<file path="src/hdl/uled_pkg.sv">
package uled_pkg;

  // Character codes
  localparam logic [7:0] CH_BS       = 8'h08;
  localparam logic [7:0] CH_LF       = 8'h0A;
  localparam logic [7:0] CH_CR       = 8'h0D;
  localparam logic [7:0] CH_ESC      = 8'h1B;
  localparam logic [7:0] CH_SPACE    = 8'h20;
  localparam logic [7:0] CH_LBRACKET = 8'h5B;
  localparam logic [7:0] CH_TILDE    = 8'h7E;

  // Input item kinds
  localparam logic KIND_RX   = 1'b0;
  localparam logic KIND_READ = 1'b1;

  // Escape sequence phases; the unused code behaves as normal input
  localparam logic [1:0] ESC_NORMAL = 2'd0;
  localparam logic [1:0] ESC_SEEN   = 2'd1;
  localparam logic [1:0] ESC_CSI    = 2'd2;

  // Capacity after reset
  localparam logic [6:0] CAP_RESET = 7'd64;

  // One result transaction; mem_sel takes data from the store read register
  typedef struct packed {
    logic       is_echo;
    logic [7:0] data;
    logic       last;
    logic       line_done;
    logic       mem_sel;
  } res_t;

  // All results caused by one input item
  typedef struct packed {
    logic [1:0]       n;
    res_t [2:0]       res;
    logic [5:0]       line_length;
  } res_set_t;

endpackage

</file>
<file path="src/hdl/uart_line_editor_unit.sv">
// Line editor for bytes received from a UART.
// in_ channel: tuser 0 = received byte (tdata[7:0]), tuser 1 = read of the
//   stored character at tdata[13:8]. out_ channel: tuser 1 = echo byte to
//   transmit, 0 = read answer; tlast marks the final result of an item.
// cfg_we/cfg_wdata write the capacity; write it only while the block is idle.
// The first result of an item is valid the cycle after acceptance.
// Throughput: while out_tready is high, results leave one per cycle from a
//   three-slot result register; a new item is taken in the cycle its
//   predecessor's last result leaves, so printable bytes, reads and swallowed
//   bytes, which produce no result, run at one per cycle.
// Reset: line length, escape state and line-end flag clear, capacity returns
//   to 64; the line store itself is not cleared (it is only read below the
//   current length). Reset takes effect on the next clock edge.
// When the receiver stalls, the current result holds and in_tready falls
//   until the pending results are taken.
module uart_line_editor_unit #(
  parameter int LINE_DEPTH = 64
) (
  input  logic        clk,
  input  logic        rst_n,
  input  logic        cfg_we,
  input  logic [6:0]  cfg_wdata,
  input  logic        in_tvalid,
  output logic        in_tready,
  input  logic [15:0] in_tdata,   // rx_byte[7:0], read_index[13:8], zero[15:14]
  input  logic        in_tuser,   // kind
  output logic        out_tvalid,
  input  logic        out_tready,
  output logic [15:0] out_tdata,  // data[7:0], line_done[8], line_length[14:9], zero[15]
  output logic        out_tuser,  // is_echo
  output logic        out_tlast
);

  logic               accept;
  uled_pkg::res_set_t set;
  logic [7:0]         rd_data;
  logic [7:0]         res_data;
  logic               res_done;
  logic [5:0]         res_len;

  assign accept = in_tvalid & in_tready;

  uled_ctrl #(
    .LINE_DEPTH(LINE_DEPTH)
  ) u_ctrl (
    .clk       (clk),
    .rst_n     (rst_n),
    .cfg_we    (cfg_we),
    .cfg_wdata (cfg_wdata),
    .accept    (accept),
    .kind      (in_tuser),
    .rx_byte   (in_tdata[7:0]),
    .read_index(in_tdata[13:8]),
    .set       (set),
    .rd_data   (rd_data)
  );

  uled_out u_out (
    .clk        (clk),
    .rst_n      (rst_n),
    .load       (accept),
    .set        (set),
    .rd_data    (rd_data),
    .out_ready  (out_tready),
    .can_load   (in_tready),
    .out_valid  (out_tvalid),
    .is_echo    (out_tuser),
    .data       (res_data),
    .last       (out_tlast),
    .line_done  (res_done),
    .line_length(res_len)
  );

  assign out_tdata = {1'b0, res_len, res_done, res_data};

endmodule

</file>
<file path="src/hdl/uled_ctrl.sv">
module uled_ctrl #(
  parameter int LINE_DEPTH = 64
) (
  input  logic              clk,
  input  logic              rst_n,
  input  logic              cfg_we,
  input  logic [6:0]        cfg_wdata,
  input  logic              accept,
  input  logic              kind,
  input  logic [7:0]        rx_byte,
  input  logic [5:0]        read_index,
  output uled_pkg::res_set_t set,
  output logic [7:0]        rd_data
);

  localparam int CW = (LINE_DEPTH > 1) ? $clog2(LINE_DEPTH) : 1;
  localparam int LW = (CW + 1 > 7) ? CW + 1 : 7;
  localparam int IW = ((CW > 6) ? CW : 6) + 1;

  logic [CW-1:0] count_r, count_nxt, base;
  logic [1:0]    esc_r, esc_nxt;
  logic          ended_r, ended_nxt;
  logic [6:0]    cap_r;
  logic          wr_en;
  logic [LW-1:0] limit;
  logic [IW-1:0] idx_x, len_x;
  logic          hit;
  logic [7:0]    mem [LINE_DEPTH];
  logic [7:0]    rd_data_r;

  assign limit = (LW'(cap_r) < LW'(LINE_DEPTH)) ? LW'(cap_r) : LW'(LINE_DEPTH);
  assign idx_x = IW'(read_index);
  assign hit   = (idx_x < IW'(count_r)) && (idx_x < IW'(LINE_DEPTH));
  assign len_x = IW'(count_nxt);

  // Decode the item against the current line state
  always_comb begin
    count_nxt = count_r;
    esc_nxt   = esc_r;
    ended_nxt = ended_r;
    wr_en     = 1'b0;
    base      = count_r;
    set       = '0;
    if (kind == uled_pkg::KIND_READ) begin
      set.n              = 2'd1;
      set.res[0].last    = 1'b1;
      set.res[0].mem_sel = hit;
    end else begin
      // first byte after a finished line starts a new one
      if (ended_r) begin
        base = '0;
      end
      ended_nxt = 1'b0;
      count_nxt = base;
      case (esc_r)
        uled_pkg::ESC_SEEN: begin
          esc_nxt = (rx_byte == uled_pkg::CH_LBRACKET) ? uled_pkg::ESC_CSI
                                                       : uled_pkg::ESC_NORMAL;
        end
        uled_pkg::ESC_CSI: begin
          if (rx_byte == uled_pkg::CH_TILDE) begin
            esc_nxt = uled_pkg::ESC_NORMAL;
          end
        end
        default: begin
          esc_nxt = uled_pkg::ESC_NORMAL;
          if (rx_byte == uled_pkg::CH_CR) begin
            ended_nxt = 1'b1;
            set.n     = 2'd2;
            set.res[0] = '{is_echo: 1'b1, data: uled_pkg::CH_CR, last: 1'b0,
                           line_done: 1'b1, mem_sel: 1'b0};
            set.res[1] = '{is_echo: 1'b1, data: uled_pkg::CH_LF, last: 1'b1,
                           line_done: 1'b1, mem_sel: 1'b0};
          end else if (limit != '0) begin
            if (rx_byte inside {[uled_pkg::CH_SPACE:uled_pkg::CH_TILDE]}) begin
              if ((LW'(base) + LW'(1)) < limit) begin
                wr_en      = 1'b1;
                count_nxt  = base + CW'(1);
                set.n      = 2'd1;
                set.res[0] = '{is_echo: 1'b1, data: rx_byte, last: 1'b1,
                               line_done: 1'b0, mem_sel: 1'b0};
              end
            end else if (rx_byte == uled_pkg::CH_BS) begin
              if (base != '0) begin
                count_nxt  = base - CW'(1);
                set.n      = 2'd3;
                set.res[0] = '{is_echo: 1'b1, data: uled_pkg::CH_BS, last: 1'b0,
                               line_done: 1'b0, mem_sel: 1'b0};
                set.res[1] = '{is_echo: 1'b1, data: uled_pkg::CH_SPACE, last: 1'b0,
                               line_done: 1'b0, mem_sel: 1'b0};
                set.res[2] = '{is_echo: 1'b1, data: uled_pkg::CH_BS, last: 1'b1,
                               line_done: 1'b0, mem_sel: 1'b0};
              end
            end else if (rx_byte == uled_pkg::CH_ESC) begin
              esc_nxt = uled_pkg::ESC_SEEN;
            end
          end
        end
      endcase
    end
    set.line_length = len_x[5:0];
  end

  // Hold line state; advance on each accepted transaction
  always_ff @(posedge clk) begin
    if (!rst_n) begin
      count_r <= '0;
      esc_r   <= uled_pkg::ESC_NORMAL;
      ended_r <= 1'b0;
      cap_r   <= uled_pkg::CAP_RESET;
    end else begin
      if (cfg_we) begin
        cap_r <= cfg_wdata;
      end
      if (accept) begin
        count_r <= count_nxt;
        esc_r   <= esc_nxt;
        ended_r <= ended_nxt;
      end
    end
  end

  // Line store: one write port, one registered read port
  always_ff @(posedge clk) begin
    if (accept && wr_en) begin
      mem[base] <= rx_byte;
    end
  end

  always_ff @(posedge clk) begin
    if (accept) begin
      rd_data_r <= mem[idx_x[CW-1:0]];
    end
  end

  assign rd_data = rd_data_r;

endmodule

</file>
<file path="src/hdl/uled_out.sv">
module uled_out (
  input  logic               clk,
  input  logic               rst_n,
  input  logic               load,
  input  uled_pkg::res_set_t set,
  input  logic [7:0]         rd_data,
  input  logic               out_ready,
  output logic               can_load,
  output logic               out_valid,
  output logic               is_echo,
  output logic [7:0]         data,
  output logic               last,
  output logic               line_done,
  output logic [5:0]         line_length
);

  logic [1:0]             cnt_r;
  uled_pkg::res_t [2:0]   slot_r;
  logic [5:0]             len_r;
  logic                   fire;

  assign out_valid = (cnt_r != 2'd0);
  assign fire      = out_valid & out_ready;
  // take a new item once the last pending result leaves
  assign can_load  = (cnt_r == 2'd0) || ((cnt_r == 2'd1) && out_ready);

  // Count pending results
  always_ff @(posedge clk) begin
    if (!rst_n) begin
      cnt_r <= 2'd0;
    end else if (load) begin
      cnt_r <= set.n;
    end else if (fire) begin
      cnt_r <= cnt_r - 2'd1;
    end
  end

  // Load a result set or shift out the front slot
  always_ff @(posedge clk) begin
    if (load) begin
      slot_r <= set.res;
      len_r  <= set.line_length;
    end else if (fire) begin
      slot_r <= {uled_pkg::res_t'('0), slot_r[2], slot_r[1]};
    end
  end

  assign is_echo     = slot_r[0].is_echo;
  assign data        = slot_r[0].mem_sel ? rd_data : slot_r[0].data;
  assign last        = slot_r[0].last;
  assign line_done   = slot_r[0].line_done;
  assign line_length = len_r;

endmodule

</file>
<file path="config.mk">
export PLATFORM = sky130hd
export DESIGN_NAME = uart_line_editor_unit
export DESIGN_NICKNAME = d
export VERILOG_FILES = /design/src/hdl/uled_pkg.sv /design/src/hdl/uart_line_editor_unit.sv /design/src/hdl/uled_ctrl.sv /design/src/hdl/uled_out.sv
export SDC_FILE = /design/constraint.sdc
export NUM_CORES = 1
export LEC_CHECK = 0
export CORE_MARGIN = 5
export CORE_UTILIZATION = 63
export DETAILED_ROUTE_END_ITERATION = 12
export DONT_BUFFER_PORTS = 1
export MAX_ROUTING_LAYER = met4
export PLACE_DENSITY = 0.75
export SLEW_MARGIN = 5
export SYNTH_ARGS = -nofsm -noshare
export SYNTH_HDL_FRONTEND = slang
export SYNTH_SLANG_ARGS = --single-unit
</file>
<file path="constraint.sdc">
create_clock -name clk -period 4 [get_ports clk]
set_input_delay 0.4 -clock clk [delete_from_list [all_inputs] [get_ports clk]]
set_output_delay 0.4 -clock clk [all_outputs]
set_load 0.02 [all_outputs]
</file>
# --- Word-level counts from Yosys, hierarchy flattened ---
# Memories as Yosys holds them, arrays and structs flattened. A register that Yosys moved wholly into a read port is not among the register bits.
# Index checks and enable logic that the tools add are counted.
classes:
  n_addsub: 4
  order_cmp: 6
  n_eq_ne: 9
  mux: 52
  bitwise: 3
  reduce_logical: 13
op_table:
  columns: ["op", "count"]
  rows:
  - ["$mux W38", 4]
  - ["$mux W36", 2]
  - ["$mux W6", 11]
  - ["$mux W24", 2]
  - ["$mux W12", 3]
  - ["$mux W33", 1]
  - ["$mux W2", 10]
  - ["$eq A8 B4 Y1 const B", 2]
  - ["$eq A8 B7 Y1 const B", 2]
  - ["$mux W1", 16]
  - ["$eq A8 B5 Y1 const B", 1]
  - ["$ge A8 B6 Y1 const B", 1]
  - ["$le A8 B7 Y1 const B", 1]
  - ["$mux W8", 1]
  - ["$add A6 B1 Y7 const B", 1]
  - ["$lt A6 B7 Y1 const B", 1]
  - ["$lt A7 B7 Y1", 1]
  - ["$lt A7 B7 Y1 const B", 1]
  - ["$mux W7", 1]
  - ["$reduce_bool A7 Y1", 1]
  - ["$add A6 B1 Y6 const B", 1]
  - ["$lt A6 B6 Y1", 1]
  - ["$reduce_bool A6 Y1", 1]
  - ["$sub A6 B1 Y6 const B", 1]
  - ["14 further kinds", 20]
totals:
  ff_bits: 60
  ram_bits: 512
  inputBits: 29
  output_inout_bits: 20
  elab_cells: 109
  n_memories: 1
mem_list:
  columns: ["memory", "words", "width", "rd", "rd_ports_with_merged_regs", "write_ports", "line_no", "text"]
  rows:
  - ["u_ctrl.mem", 64, 8, 1, 1, 1, "uled_ctrl.sv:28", "logic [7:0] mem [LINE_DEPTH];"]

# --- Logic depth before layout (Yosys ltp) ---
logic_depth:
  ltp_word: 13
  ltp_mapped: 13
  ltp_nobuf: 11

# --- Modules after synthesis ---
# Synthesis repeated with hierarchy kept, for this count alone.
hier_totals:
  hier_cells: 1238
  area_unflattened_um2: 23856.6
modules_own_cells:
  columns: ["mod", "n_inst", "cells_each", "area_each_um2", "seq_area_each_um2"]
  rows:
  - ["uled_ctrl", 1, 1124, 21924.8, 15935.3]
  - ["uled_out", 1, 110, 1906.8, 1301.2]
  - ["uart_line_editor_unit", 1, 4, 25.0, 0.0]

# --- Worst setup path before layout ---
# OpenSTA, ideal clock, no wires.
synth_path:
  kind: "reg2reg"
  startpoint: "register u_ctrl.count_r[0]"
  endpoint: "memory u_ctrl.mem[40][0] (enable)"
  setup_ps: 371
  t_arrival_ps: 3084
  required_ps: 3629
  slack_ps: 546
  path_stages_with_launch: 14
  path_buffers: 2
  period_less_slack_ps: 3454
  cell_sequence: "dfxtp_1 -> buf_2 -> nor2b_1 -> nand4_1 -> o21ai_0 -> o31ai_1 -> ha_1 -> a21o_1 -> a21oi_1 -> o21ai_2 -> nor2_1 -> buf_4 -> nand4_1 -> nor2_1"
synth_between:
  elab_chain_cells: 13
  word_cells_on_any_way: 14
  classes_between: "add/sub (1); order compare (1); mux (11); reduce/logical (1)"
synth_lines:
  columns: ["item", "line_no", "text"]
  rows:
  - ["start, declared", "uled_ctrl.sv:20", "logic [CW-1:0] count_r, count_nxt, base;"]
  - ["start signal, assigned", "uled_ctrl.sv:116", "count_r <= count_nxt;"]
  - ["$mux W6", "uled_ctrl.sv:50", "if (ended_r) begin"]
  - ["$mux W6", "uled_ctrl.sv:44", "if (kind == uled_pkg::KIND_READ) begin"]
  - ["$add A6 B1 Y7", "uled_ctrl.sv:76", "if ((LW'(base) + LW'(1)) < limit) begin"]
  - ["$lt A7 B7 Y1", "uled_ctrl.sv:76", null]
  - ["$mux W1", "uled_ctrl.sv:76", null]
  - ["$mux W1", "uled_ctrl.sv:75", "if (rx_byte inside {[uled_pkg::CH_SPACE:uled_pkg::CH_TILDE]}) begin"]
  - ["$mux W1", "uled_ctrl.sv:74", "end else if (limit != '0) begin"]
  - ["$mux W1", "uled_ctrl.sv:67", "if (rx_byte == uled_pkg::CH_CR) begin"]
  - ["$mux W1", "uled_ctrl.sv:55", "case (esc_r)"]
  - ["$mux W1", "uled_ctrl.sv:44", null]
  - ["$logic_and A1 B1 Y1", "uled_ctrl.sv:125", "if (accept && wr_en) begin"]
  - ["$mux W1", "uled_ctrl.sv:125", null]
  - ["$mux W1 (implied by the code)", "uled_ctrl.sv:126", "mem[base] <= rx_byte;"]
  - ["end, declared", "uled_ctrl.sv:28", null]
# Several ways; a longest one is shown, not always the timed one. The select of a mux whose other input is x is not followed.

# --- Worst setup path in the final report ---
layout_path:
  startpoint: "register u_ctrl.count_r[1]"
  endpoint: "memory u_ctrl.mem[27][2] (enable)"
# The elaborated chain is that of the path after synthesis.

==> results.sh <==
export IMPL_portBuffers=0
export IMPL_worstPathRequired_ns=4.29
export IMPL_hold_viol_final=0
export IMPL_dieHeight_um=199
export IMPL_routed_wl_um=49300
export IMPL_gr_usage_met1_pct=38.0
export IMPL_core_um2=35500
export IMPL_grt_use_met3_pct=5.51
export IMPL_routed_via_density=6.70
export IMPL_nNetsFinal=1325
export IMPL_synthArstFlopShare_pct=0
export IMPL_cts_inserted_buffers=53
export IMPL_crit_arrival_ns=4.08
export IMPL_drtIter0Drc=1480
export IMPL_p_leak_nw=8.17
export IMPL_rsz0062_at_grt="false"
export IMPL_ys_seq_area_share_pct=73.8
export IMPL_reg2reg_depth=12
export IMPL_yosys_top_cells_area="edfxtp_1, mux4_2, a22oi_1"
export IMPL_std_cell_rows=69
export IMPL_via_count=12000
export IMPL_syn_instance_count=1182
export IMPL_cts_root_buf="clkbuf_16"
export IMPL_critical_path_class="reg -> reg"
export IMPL_cts_tree="done"
export IMPL_cellPowerDensity_nw_per_um2=477
export IMPL_cp_start_kind="flop"
export IMPL_crit_buf_inv=2
export IMPL_crit_chain="nand4_1, o21ai_0, o31ai_1, ha_1, a21o_1, a21oi_1, o21ai_2, nor4_2, nand4_1, buf_4, nor2_1, buf_4"
export IMPL_setup_viol=0
export IMPL_cts_sinks=560
export IMPL_final_common_cell="edfxtp_1"
export IMPL_routedWlPerCell_um=27.7
export IMPL_drive_gt1_share_pct=23.6
export IMPL_clock_fmax_mhz=264
export IMPL_min_path_cells=1
export IMPL_final_max_slew_viol_count=0
export IMPL_timing_slew_headroom_pct=14.4
export IMPL_die_area_um2=39700
export IMPL_ir_worst_vdd_mv=0.461
export IMPL_slowest_delay_ns=0.62
export IMPL_fp_dieW_um=199
export IMPL_min_delay_path_class="in -> reg"
export IMPL_status="complete, no violations"
export IMPL_dp_slack_ns=0.0562
export IMPL_switching_share_pct=21.4
export IMPL_fin_ws_ns=0.210
export IMPL_fin_skew_ns=0.0184
export IMPL_ys_ff_latch=560
export IMPL_switching_power_mw=2.60
export IMPL_clk_pin_slew_ns=0.06
export IMPL_met2_usage_pct=39.0
export IMPL_yosys_area_top_type="edfxtp_1"
export IMPL_worst_pin_slew_ns=1.28
export IMPL_critPathTopFamily="simple AND/OR/NAND/NOR gates"
export IMPL_finalCritPeriodShare_pct=94.8
export IMPL_drtAntennaViolNets=0
export IMPL_cp_slowest_cell="dfxtp_1"
export IMPL_dp_hpwl_um=28200
export IMPL_grt_max_degree=130
export IMPL_setup_tns_ns=0
export IMPL_ys_flop_type="edfxtp_1"
export IMPL_final_util_pct=71.8
export IMPL_p_clk_share_pct=39.4
export IMPL_clk_latency_ns=0.60
export IMPL_antenna_found_initial=7
export IMPL_n_fill_cell=2060
export IMPL_worst_setup_path_end_kind="flop"
export IMPL_power_share_sequential_pct=54.2
export IMPL_place_congestion=0.871
export IMPL_p_int_mw=9.56
export IMPL_area_growth_syn_to_layout_pct=13.0
export IMPL_grt_overflow=0
export IMPL_syn_area_per_cell_um2=19.1
export IMPL_grt_pass1_vias=12000
export IMPL_cts_max_path_buffers=3
export IMPL_grt_use_total_pct=26.3
export IMPL_ys_warn_count=0
export IMPL_final_cell_mix="edfxtp_1, mux4_2, nor2_1, buf_4, a22oi_1"
export IMPL_crit_cells=12
export IMPL_initial_core_util_pct=63.5
export IMPL_cap_viol_max_count=0
export IMPL_synth_edf_count=542
export IMPL_htreeDepth=2
export IMPL_top_usage_layer="met2"
export IMPL_ios=49
export IMPL_netlist_area_leader_share_pct=72.2
export IMPL_crit_path_max_fanout=13
export IMPL_syn_cell_area_um2=22500
export IMPL_drc=0
export IMPL_firstDrtPassIters=5
export IMPL_period_needed_ns=3.79
export IMPL_p_comb_share_pct=6.5
export IMPL_grt_first_pass_wirelength_um=74400
export IMPL_ys_types=75
through the flow:
stage               cells  total power [mW]  instance area (µm²)  hold slack [ns]
global placement     1659              7.35                23400            0.455
floorplan            1183              7.24                22500            0.449
CTS                  1779              12.2                25400         0.000681
detailed placement   1659              7.36                23400            0.468
finish               1784              12.2                25500           0.0223
global route         1784              12.5                25500           0.0191
path summary, 6_finish.rpt:
path                                                startpoint                             end  slack, ns
worst max-delay path            u_ctrl.count_r[1]$_SDFFE_PN0P_     u_ctrl.mem[27][2]$_DFFE_PP_       0.21
worst min-delay path                                  in_tuser  u_out.line_length[5]$_DFFE_PP_       0.02
worst max register to register  u_ctrl.count_r[1]$_SDFFE_PN0P_     u_ctrl.mem[27][2]$_DFFE_PP_       0.21
worst min register to register    u_ctrl.esc_r[0]$_SDFFE_PN0P_    u_ctrl.esc_r[0]$_SDFFE_PN0P_       0.49
synth_stat cells (12+ instances only):
cell type / number
inv_1: 18
mux2_2: 12
clkbuf_1: 34
nand2_1: 34
edfxtp_1: 542
nand4_1: 12
a21oi_1: 13
nor2_1: 90
buf_2: 14
a22oi_1: 65
dfxtp_1: 18
nand3_1: 44
o21ai_0: 13
ha_1: 16
mux4_2: 128
logic make-up (layout without fill, tap and decap cells):
kind of cell,count (synthesis),after routing,share of synthesized area [%]
AO/OA/AOI/OAI,134,134,4.52
XOR/XNOR,3,3,0.117
adder cells (fa/ha/maj),16,16,0.888
buffers and inverters,85,223,1.70
flip-flops,560,560,73.8
multiplexers,146,146,13.7
other,1,4,0.0166
AND/OR/NAND/NOR,237,237,5.28
power by group through the flow:
| stage | logic, mW | registers, mW | clock network (mW) |
|---|---|---|---|
| after global placement | 0.643 | 6.70 | 0 |
| after CTS | 0.781 | 6.58 | 4.84 |
| after global routing | 0.842 | 6.59 | 5.10 |
| final | 0.789 | 6.58 | 4.78 |
| after detailed placement | 0.654 | 6.71 | 0 |
| after floorplan | 0.561 | 6.68 | 0 |
repair_timing:
| action | in CTS | in global routing |
|---|---|---|
| hold endpoints to repair | 523 | 0 |
| buffers inserted | 0 | 3 |
| gates resized for setup | 0 | 1 |
| setup endpoints to repair | 0 | 134 |
| hold buffers | 24 | 0 |
per-layer routing:
| layer | part of all wire [%] | up-vias |
|---|---|---|
| met5 | 0 | - |
| met4 | 2.9 | 0 |
| met3 | 9.8 | 114 |
| met2 | 48 | 651 |
| met1 | 40 | 6119 |
| li1 | - | 5076 |
final cells by class:
class                      count  area [µm²]  share of cell area, %
antenna                        2        5.00                 0.0197
sequential                   560       16600                   65.3
clock buffer                  69        1410                   5.53
inverter                      20        75.1                  0.295
multi-input combinational    538        5530                   21.7
timing repair buffer         107        1000                   3.94
tap                          461         577                   2.27
clock inverter                27         234                  0.919
state kept, by name, summed over array words and instances (netlist names):
signal,count
u_out.line_done,1
u_ctrl.count_r,6
u_out.last,1
u_ctrl.esc_r,2
u_ctrl.mem,512
u_out.line_length,6
u_ctrl.rd_data,8
u_ctrl.cap_r,7
u_ctrl.ended_r,1
u_out.is_echo,1
u_out.cnt_r,2
u_out.slot_r,13
Note: power is estimated with default switching activity, not from simulation.
